File: src/rtl/pol_pkg.sv
`default_nettype none

package pol_pkg;

    localparam int CAPACITY_DEF = 64;
    localparam int KEY_W        = 32;
    localparam int POS_W        = 7;
    localparam int GROUP_SIZE   = 8;
    localparam int GROUP_IDX_W  = $clog2(GROUP_SIZE);

    typedef enum logic [2:0] {
        ACT_INSERT = 3'd0,
        ACT_REMOVE = 3'd1,
        ACT_READ   = 3'd2,
        ACT_FIND   = 3'd3,
        ACT_CLEAR  = 3'd4
    } action_t;

    typedef enum logic [1:0] {
        ST_OK        = 2'd0,
        ST_BAD_INDEX = 2'd1,
        ST_FULL      = 2'd2,
        ST_NOT_FOUND = 2'd3
    } status_t;

    typedef enum logic {
        S_IDLE,
        S_REDUCE
    } state_t;

    typedef struct packed {
        logic [2:0]              action;
        logic [POS_W-1:0]        position;
        logic signed [KEY_W-1:0] key_value;
    } req_item_t;

    typedef struct packed {
        logic signed [KEY_W-1:0] key_out;
        logic [POS_W-1:0]        position_out;
        status_t                 status;
        logic [POS_W-1:0]        entry_count;
    } rsp_item_t;

    typedef struct packed {
        logic             do_insert;
        logic             do_remove;
        logic [KEY_W-1:0] key;
    } cell_ctrl_t;

    typedef struct packed {
        logic                   found;
        logic [GROUP_IDX_W-1:0] idx;
        logic [KEY_W-1:0]       key;
    } group_res_t;

endpackage

`default_nettype wire

File: src/rtl/pol_group.sv
`default_nettype none

module pol_group
    import pol_pkg::*;
(
    input  wire logic             clk,
    input  wire logic             en,
    input  wire logic [KEY_W-1:0] data [GROUP_SIZE],
    input  wire logic             hit_pos [GROUP_SIZE],
    input  wire logic             hit_key [GROUP_SIZE],
    output group_res_t            res
);

    group_res_t res_reg;
    group_res_t res_next;

    // first key match wins; position hit is one-hot so an OR picks the key
    always_comb
    begin
        res_next = '0;
        for (int i = GROUP_SIZE - 1; i >= 0; i--)
        begin
            if (hit_key[i])
            begin
                res_next.found = 1'b1;
                res_next.idx   = GROUP_IDX_W'(i);
            end
        end
        for (int i = 0; i < GROUP_SIZE; i++)
        begin
            res_next.key = res_next.key | (hit_pos[i] ? data[i] : '0);
        end
    end

    always_ff @(posedge clk)
    begin
        if (en)
            res_reg <= res_next;
    end

    assign res = res_reg;

endmodule

`default_nettype wire

File: config.mk
export PLATFORM = sky130hd
export DESIGN_NAME = pol_group
export DESIGN_NICKNAME = d
export VERILOG_FILES = /design/src/rtl/pol_pkg.sv /design/src/rtl/pol_group.sv
export SDC_FILE = /design/constraint.sdc
export NUM_CORES = 1
export LEC_CHECK = 0
export BUFFER_PORTS_ARGS = -buffer_cell sky130_fd_sc_hd__buf_2
export CAP_MARGIN = 20
export CORE_AREA = 2 2 119 121
export CTS_CLUSTER_DIAMETER = 50
export DETAILED_ROUTE_END_ITERATION = 12
export DIE_AREA = 0 0 121 123
export HOLD_SLACK_MARGIN = 0.12
export PLACE_DENSITY_LB_ADDON = 0.08
export SLEW_MARGIN = 20
export SYNTH_ARGS = -nofsm -noshare
export SYNTH_HDL_FRONTEND = slang
export SYNTH_SLANG_ARGS = --single-unit
File: constraint.sdc
create_clock -name clk -period 1.35 [get_ports clk]
set_input_delay 0.27 -clock clk [delete_from_list [all_inputs] [get_ports clk]]
set_output_delay 0.27 -clock clk [all_outputs]
set_load 0.01 [all_outputs]
==> summary.txt <==
Status
  • Status: finished, final reports clean

Clock network
  • Num CTS Buffers: 5
  • Clock Tree Buf Depth: 2
  • Post-CTS Setup Repair Bufs: 0
  • CTS root buf: clkbuf_16
  • Clock-pin slew on the worst setup and hold paths: 0.06 ns
  • CTS Sinks: 36
  • H-tree depth: 2
  • Post-CTS sizing: 0
  • CTS Hold Bufs: 0
  • CTS tree: built

Run
  • Max_cap viols: 0

Detailed routing
  • Detailed Routing Iterations Pass 1: 4
  • Starting DRT DRC Count: 171
  • Post-DRT Antenna Nets: 0
  • Routed vias/inst: 4.86
  • Drt drc: 0
  • Avg WL per Cell: 19.4 um
  • Total number of vias: 3467
  • Final wirelength: 13900 um

Place
  • HPWL after detailed placement: 10400 um
  • GPL Wtd Cong: 0.830
  • Dpl cells: 705
  • PortBufs: 309

Timing
  • RSZ-0062 raised after global routing: no
  • Max_slew headroom: 0.485
  • Slew @ Worst Pin: 0.772 ns
  • Part of the cycle the worst path needs: 0.829
  • Final setup vio count: 0
  • Pins Over Slew Limit: 0
  • Setup TNS: 0 ns
  • Final hold vios: 0
  • Achievable Freq: 893 MHz
  • Crit path time final: 1.12 ns

Global routing
  • Met1 Resource Use GR: 0.181
  • Largest net degree at the start of global routing: 37
  • Vias in the first global route: 3634
  • Met3 usage: 0.0540
  • First-pass GRT wire length: 19600 um
  • Grt ovf: 0
  • GR peak layer: met2
  • Initial antenna violation count: 1
  • Gr usage total: 0.179
  • GRT met2 Usage: 0.346

Layout
  • Post-Layout Cell Count: 714
  • Layout Nets: 806
  • Layout cells sized above 1: 0.602
  • Area Growth Syn to Fin: 72.3%
  • Max FFs per register: 36

Yosys
  • Largest area contributor in the netlist: edfxtp_1
  • Mapped Cells: 234
  • Syn Area/Cell: 10.8 um2
  • Cell variety after synth: 16
  • Yosys top cell area share: 0.429
  • Sequential area share after synthesis: 0.429
  • Yosys reg bits: 36
  • Synthesized cell area: 0.00252 mm2
  • Synth top area cells: edfxtp_1, a22oi_1, nand4_1
  • Synth warn: 0
  • Synthesized net count: 508

Die
  • Die Area: 0.0149 mm2
  • Chip height: 123 um
  • Row cnt: 43
  • Num ports: 310
  • Die W: 121 um
  • Core area: 0.0136 mm2
  • Initial cell density of the core: 0.185

Critical path
  • Critical Path AT: 1.27 ns
  • CP Capture Type: flop
  • Req. time, crit path: 1.50 ns
  • Crit path kind: input pin to flop
  • Crit-path max FO: 32
  • Worst setup SP type: input pin

Power and ir drop
  • Pwr dens: 815 mW/mm2
  • Leakage: 2.08 nW
  • Worst vdd ir: 0.000424 V

Hold path
  • Hold WC Path Type: input pin to flop
worst max-delay path, stage by stage:
cell	delay, ns
buf_2	0.57
a22oi_1	0.28
nand4_1	0.14
cells in the final DEF (no fill, tap or decap), types with 2 or more instances in the layout:
master,instances
clkbuf_16,5
nor2_1,2
a21oi_1,2
edfxtp_1,36
nand4_1,32
buf_12,5
inv_1,2
buf_2,309
a22oi_1,128
clkbuf_1,2
where the power goes:
group          internal (mW)  total [mW]  leakage [nW]  switching, mW
Combinational          0.525        1.04          1.65          0.512
Clock                  0.680        1.15        0.0656          0.475
Sequential              1.33        1.35         0.360         0.0172
Total                   2.54        3.54          2.08           1.00
Yosys cell counts (all sizes together):
master and instances:
a211oi 1, a21oi 2, a22oi 128, buf 24
edfxtp 36, inv 2, nand2 1, nand4 32
nor2 2, nor2b 1, nor3b 1, nor4 2
o21ai 1, o41ai 1
layer usage:
metal / routed length, um / vias to the layer above / part of all wire
li1: - / 1645 / -
met1: 4920 / 1616 / 0.35
met2: 7400 / 188 / 0.53
met3: 1200 / 18 / 0.087
met4: 337 / 0 / 0.024
met5: 0 / - / 0
through the flow:
step           hold slack, ns  utilization  setup WS [ns]  cell area (um2)  power (mW)
3_5_place_dp            0.574        0.309         -0.172             4200        2.42
4_1_cts                 0.261        0.319          0.146             4340        3.61
3_3_place_gp            0.570        0.309         -0.142             4200        2.41
5_1_grt                 0.278        0.319          0.137             4340        3.74
2_1_floorplan           0.382            -          0.411             2520        1.78
6_report                0.274        0.319          0.230             4340        3.54
area by class of cell:
| class | instances | area [um2] |
|---|---|---|
| antenna | 1 | 2.50 |
| fill | 1463 | 9270 |
| multi-input combinational | 172 | 1240 |
| inverter | 2 | 7.51 |
| clock inverter | 1 | 3.75 |
| sequential | 36 | 1080 |
| timing repair buffer | 315 | 1650 |
| clock buffer | 7 | 133 |
| tap | 180 | 225 |
path summary, 6_finish.rpt:
check                   from                end  slack (ns)  cells after the start
hold / removal      data[68]   res[4]$_DFFE_PP_        0.27                      3
setup / recovery  hit_pos[6]  res[18]$_DFFE_PP_        0.23                      3
logic make-up after synthesis:
logic type,synth area share
compound gates,0.394
simple gates,0.0968
flops,0.429
buf+inv,0.0804
No activity file was read; power rests on OpenSTA's default activity.
