### src/rtl/pol_pkg.sv
`default_nettype none

package pol_pkg;

    localparam int CAPACITY_DEF = 64;
    localparam int KEY_W        = 32;
    localparam int POS_W        = 7;
    localparam int GROUP_SIZE   = 8;
    localparam int GROUP_IDX_W  = $clog2(GROUP_SIZE);

    typedef enum logic [2:0] {
        ACT_INSERT = 3'd0,
        ACT_REMOVE = 3'd1,
        ACT_READ   = 3'd2,
        ACT_FIND   = 3'd3,
        ACT_CLEAR  = 3'd4
    } action_t;

    typedef enum logic [1:0] {
        ST_OK        = 2'd0,
        ST_BAD_INDEX = 2'd1,
        ST_FULL      = 2'd2,
        ST_NOT_FOUND = 2'd3
    } status_t;

    typedef enum logic {
        S_IDLE,
        S_REDUCE
    } state_t;

    typedef struct packed {
        logic [2:0]              action;
        logic [POS_W-1:0]        position;
        logic signed [KEY_W-1:0] key_value;
    } req_item_t;

    typedef struct packed {
        logic signed [KEY_W-1:0] key_out;
        logic [POS_W-1:0]        position_out;
        status_t                 status;
        logic [POS_W-1:0]        entry_count;
    } rsp_item_t;

    typedef struct packed {
        logic             do_insert;
        logic             do_remove;
        logic [KEY_W-1:0] key;
    } cell_ctrl_t;

    typedef struct packed {
        logic                   found;
        logic [GROUP_IDX_W-1:0] idx;
        logic [KEY_W-1:0]       key;
    } group_res_t;

endpackage

`default_nettype wire

### src/rtl/pol_cell.sv
`default_nettype none

module pol_cell
    import pol_pkg::*;
#(
    parameter int CW    = POS_W,
    parameter int INDEX = 0
)
(
    input  wire logic             clk,
    input  wire cell_ctrl_t       ctrl,
    input  wire logic [CW-1:0]    pos,
    input  wire logic [CW-1:0]    count,
    input  wire logic [KEY_W-1:0] left_data,
    input  wire logic [KEY_W-1:0] right_data,
    output logic      [KEY_W-1:0] data,
    output logic                  hit_pos,
    output logic                  hit_key
);

    localparam logic [CW-1:0] IDX = CW'(INDEX);

    logic [KEY_W-1:0] data_reg;
    logic [KEY_W-1:0] data_next;

    always_comb
    begin
        data_next = data_reg;
        priority if (ctrl.do_insert)
        begin
            priority if (IDX > pos)
                data_next = left_data;
            else if (IDX == pos)
                data_next = ctrl.key;
            else
                data_next = data_reg;
        end
        else if (ctrl.do_remove && (IDX >= pos))
        begin
            data_next = right_data;
        end
        else
        begin
            data_next = data_reg;
        end
    end

    always_ff @(posedge clk)
    begin
        data_reg <= data_next;
    end

    assign data    = data_reg;
    assign hit_pos = (IDX == pos);
    assign hit_key = (IDX < count) && (data_reg == ctrl.key);

endmodule

`default_nettype wire

### config.mk
export PLATFORM = sky130hd
export DESIGN_NAME = pol_cell
export DESIGN_NICKNAME = d
export VERILOG_FILES = /design/src/rtl/pol_pkg.sv /design/src/rtl/pol_cell.sv
export SDC_FILE = /design/constraint.sdc
export NUM_CORES = 1
export LEC_CHECK = 0
export ABC_AREA = 1
export BUFFER_PORTS_ARGS = -buffer_cell sky130_fd_sc_hd__buf_4
export CORE_ASPECT_RATIO = 0.5
export CORE_MARGIN = 1.5
export CORE_UTILIZATION = 36
export DETAILED_ROUTE_END_ITERATION = 8
export PLACE_DENSITY = 0.76
export SYNTH_ARGS = -nofsm -noshare
export SYNTH_HDL_FRONTEND = slang
export SYNTH_SLANG_ARGS = --single-unit
### constraint.sdc
create_clock -name clk -period 1.64 [get_ports clk]
set_clock_uncertainty 0.1 [all_clocks]
set_input_delay 0.164 -clock clk [delete_from_list [all_inputs] [get_ports clk]]
set_output_delay 0.164 -clock clk [all_outputs]
set_load 0.03 [all_outputs]
==> impl_metrics.ini <==
[status]
run_status = finished, violations left
violations = setup timing

[worst_setup_path]
timing.critical_path.to = hit_key
crit_fanout = 3
cpPeakStageDelay_ps = 420
arrival_ps = 1500
end_kind = output port
cp-start-kind = flip-flop
path_class = flip-flop to output port
crit_start = data[15]
critPathRequiredTime_ps = 1380
crit_chain = nand2_1, nand2_1, nor2_2, nand2_1, nor2_1, nand3_1, nor2_2, buf_6
slowest_stage = edfxtp_1
critPathMostFrequentCell = nand2_1

[layout]
num_antenna_cells = 0
layout_commonest_cell = nand2_1
most-common-layout-cells = nand2_1 (119), buf_4 (118), inv_1 (37)
area_growth_pct = 55.4
drive_above_1_share_pct = 34.2
largest_reg_flops = 32
finalNonFillerCells = 453
nets = 495
n_fill_cell = 471

[global_routing]
grtUsageTotal_pct = 17.3
antenna_found_initial = 0
grt_max_degree = 33
overflow = 0
grt_pass1_vias = 1798
grt_pass1_wl_mm = 7.65

[yosys]
yosysWarningCount = 0
syn_area_sq_um = 1930
syn_inst = 261
seq_area_frac_synth_pct = 49.7
synth_area_per_cell_sq_um = 7.40
yosysTopAreaCellShare_pct = 49.7
yosysTopAreaCell = edfxtp_1
synth_area_leaders = edfxtp_1 (50%), nand2_1 (23%), inv_1 (7.2%), o21ai_0 (6.2%), xnor2_1 (4.1%)
ys_ff_latch = 32
syn_nets = 374
ys_types = 19

[power_and_ir_drop]
ir_drop_v = 0.000309
p_leak_nw = 1.53
powerDensity_nw_per_um2 = 606

[placed_design]
dp.cells = 442
place_congestion = 0.815
numPortBuffers = 114
dp_hpwl_mm = 4.03
post-place-ws_ps = 142

[timing]
setup_slack_ps = -124
slew_violations = 0
worst_slew_pin_slew_ps = 266
setup_viol = 1
rsz0062_at_grt = yes
finalCriticalPeriod_ps = 1760
finalHoldViolations = 0
relSlewSlack_pct = 82.3
fin_crit_sh_pct = 108
clock.fmax_ghz = 0.567

[detailed_routing]
drtAntennaViolNets = 0
via_per_inst = 4.39
dr.pass1.iters = 4
wirelength_mm = 5.20
dr.first_iter.drc_count = 96
drc = 0
routedWlPerCell_um = 11.5
vias = 1990

[clock_tree]
tritoncts = done
path_clk_slew_ps = 60
cts.path.max_buffers = 2
cts.htree.levels = 2
cts_sinks = 32
ctsRootBufferMaster = clkbuf_8
cts_buffers = 5

[hold_path]
holdCritPathClass = input pin to flip-flop

[die]
io_pins = 147
die_h_um = 54.8
core_sq_um = 5040
die_area_sq_um = 5840
die_width_um = 107
start_util_pct = 38.3
rows = 18

[run]
cap_violations = 0
logic make-up after synthesis:
kind of cell           after synthesis  synth area share, %
XOR/XNOR                            10                 4.53
flip-flops                          32                 49.7
buffers and inverters               44                 8.81
AND/OR/NAND/NOR                    149                 30.1
AO/OA/AOI/OAI                       26                 6.87
worst min path at each step:
stage                    from       end  slack, ps  cells past startpoint
6_report       right_data[23]  data[23]         40                      3
5_1_grt         right_data[3]   data[3]         50                      3
4_1_cts        right_data[27]  data[27]         40                      3
3_5_place_dp   right_data[27]  data[27]        330                      3
3_3_place_gp   right_data[21]  data[21]        330                      3
2_1_floorplan  right_data[11]  data[11]        240                      2
what timing repair did:
item | in CTS | in global routing
gates resized for setup | 2 | 1
setup endpoints to repair | 1 | 1
pin swaps | 2 | 2
gates cloned | 0 | 0
hold buffers | 0 | 0
setup buffers | 2 | 1
synth_stat cells:
cell type and n:
and2_1 1, buf_2 4, clkbuf_1 2, edfxtp_1 32
inv_1 37, inv_2 1, nand2_1 119, nand3_1 3
nor2_1 19, nor2b_1 1, nor3_1 2, nor4_1 1
o21a_1 1, o21ai_0 24, o21ai_1 1, or2_0 1
or2_2 2, xnor2_1 9, xor2_1 1
metal layers:
layer | up-vias | global-route usage (%) | wire [um]
met4 | 0 | 7.78 | 89
li1 | 1049 | - | -
met1 | 884 | 19.3 | 2210
met3 | 11 | 3.57 | 202
met5 | - | 0 | 0
met2 | 46 | 33.4 | 2700
area by class of cell:
cell class	instances	area (sq um)	share of cell area [%]
sequential	32	961	32.0
timing repair buffer	120	917	30.6
multi-input combinational	185	813	27.1
inverter	38	143	4.75
tap	70	87.6	2.92
clock buffer	7	76.3	2.54
clock inverter	1	3.75	0.125
report_power, final:
part	switching (mW)	total (mW)	internal [mW]	leakage, nW
Sequential	0.00305	0.914	0.911	0.278
Combinational	0.138	0.321	0.182	1.22
Clock	0.290	0.585	0.295	0.0399
Total	0.431	1.82	1.39	1.53
metrics by stage:
stage                     setup TNS [ps]  hold WS, ps  cell area (sq um)  power (mW)  utilization, %
after floorplan                        0          243               1940        1.06               -
after global placement                 0          327               2890        1.24            57.3
after detailed placement               0          334               2890        1.25            57.3
after CTS                           -137         39.3               2990        1.84            59.4
after global routing                -228         48.1               3000        1.89            59.5
final                               -124         43.9               3000        1.82            59.5
critical path, delay by kind of cell (launching register included):
kind | cells | cell delay (ps)
buffers and inverters | 1 | 140
DFF | 1 | 420
and+or+nand+nor | 7 | 650
Note: power is estimated with default switching activity, not from simulation.
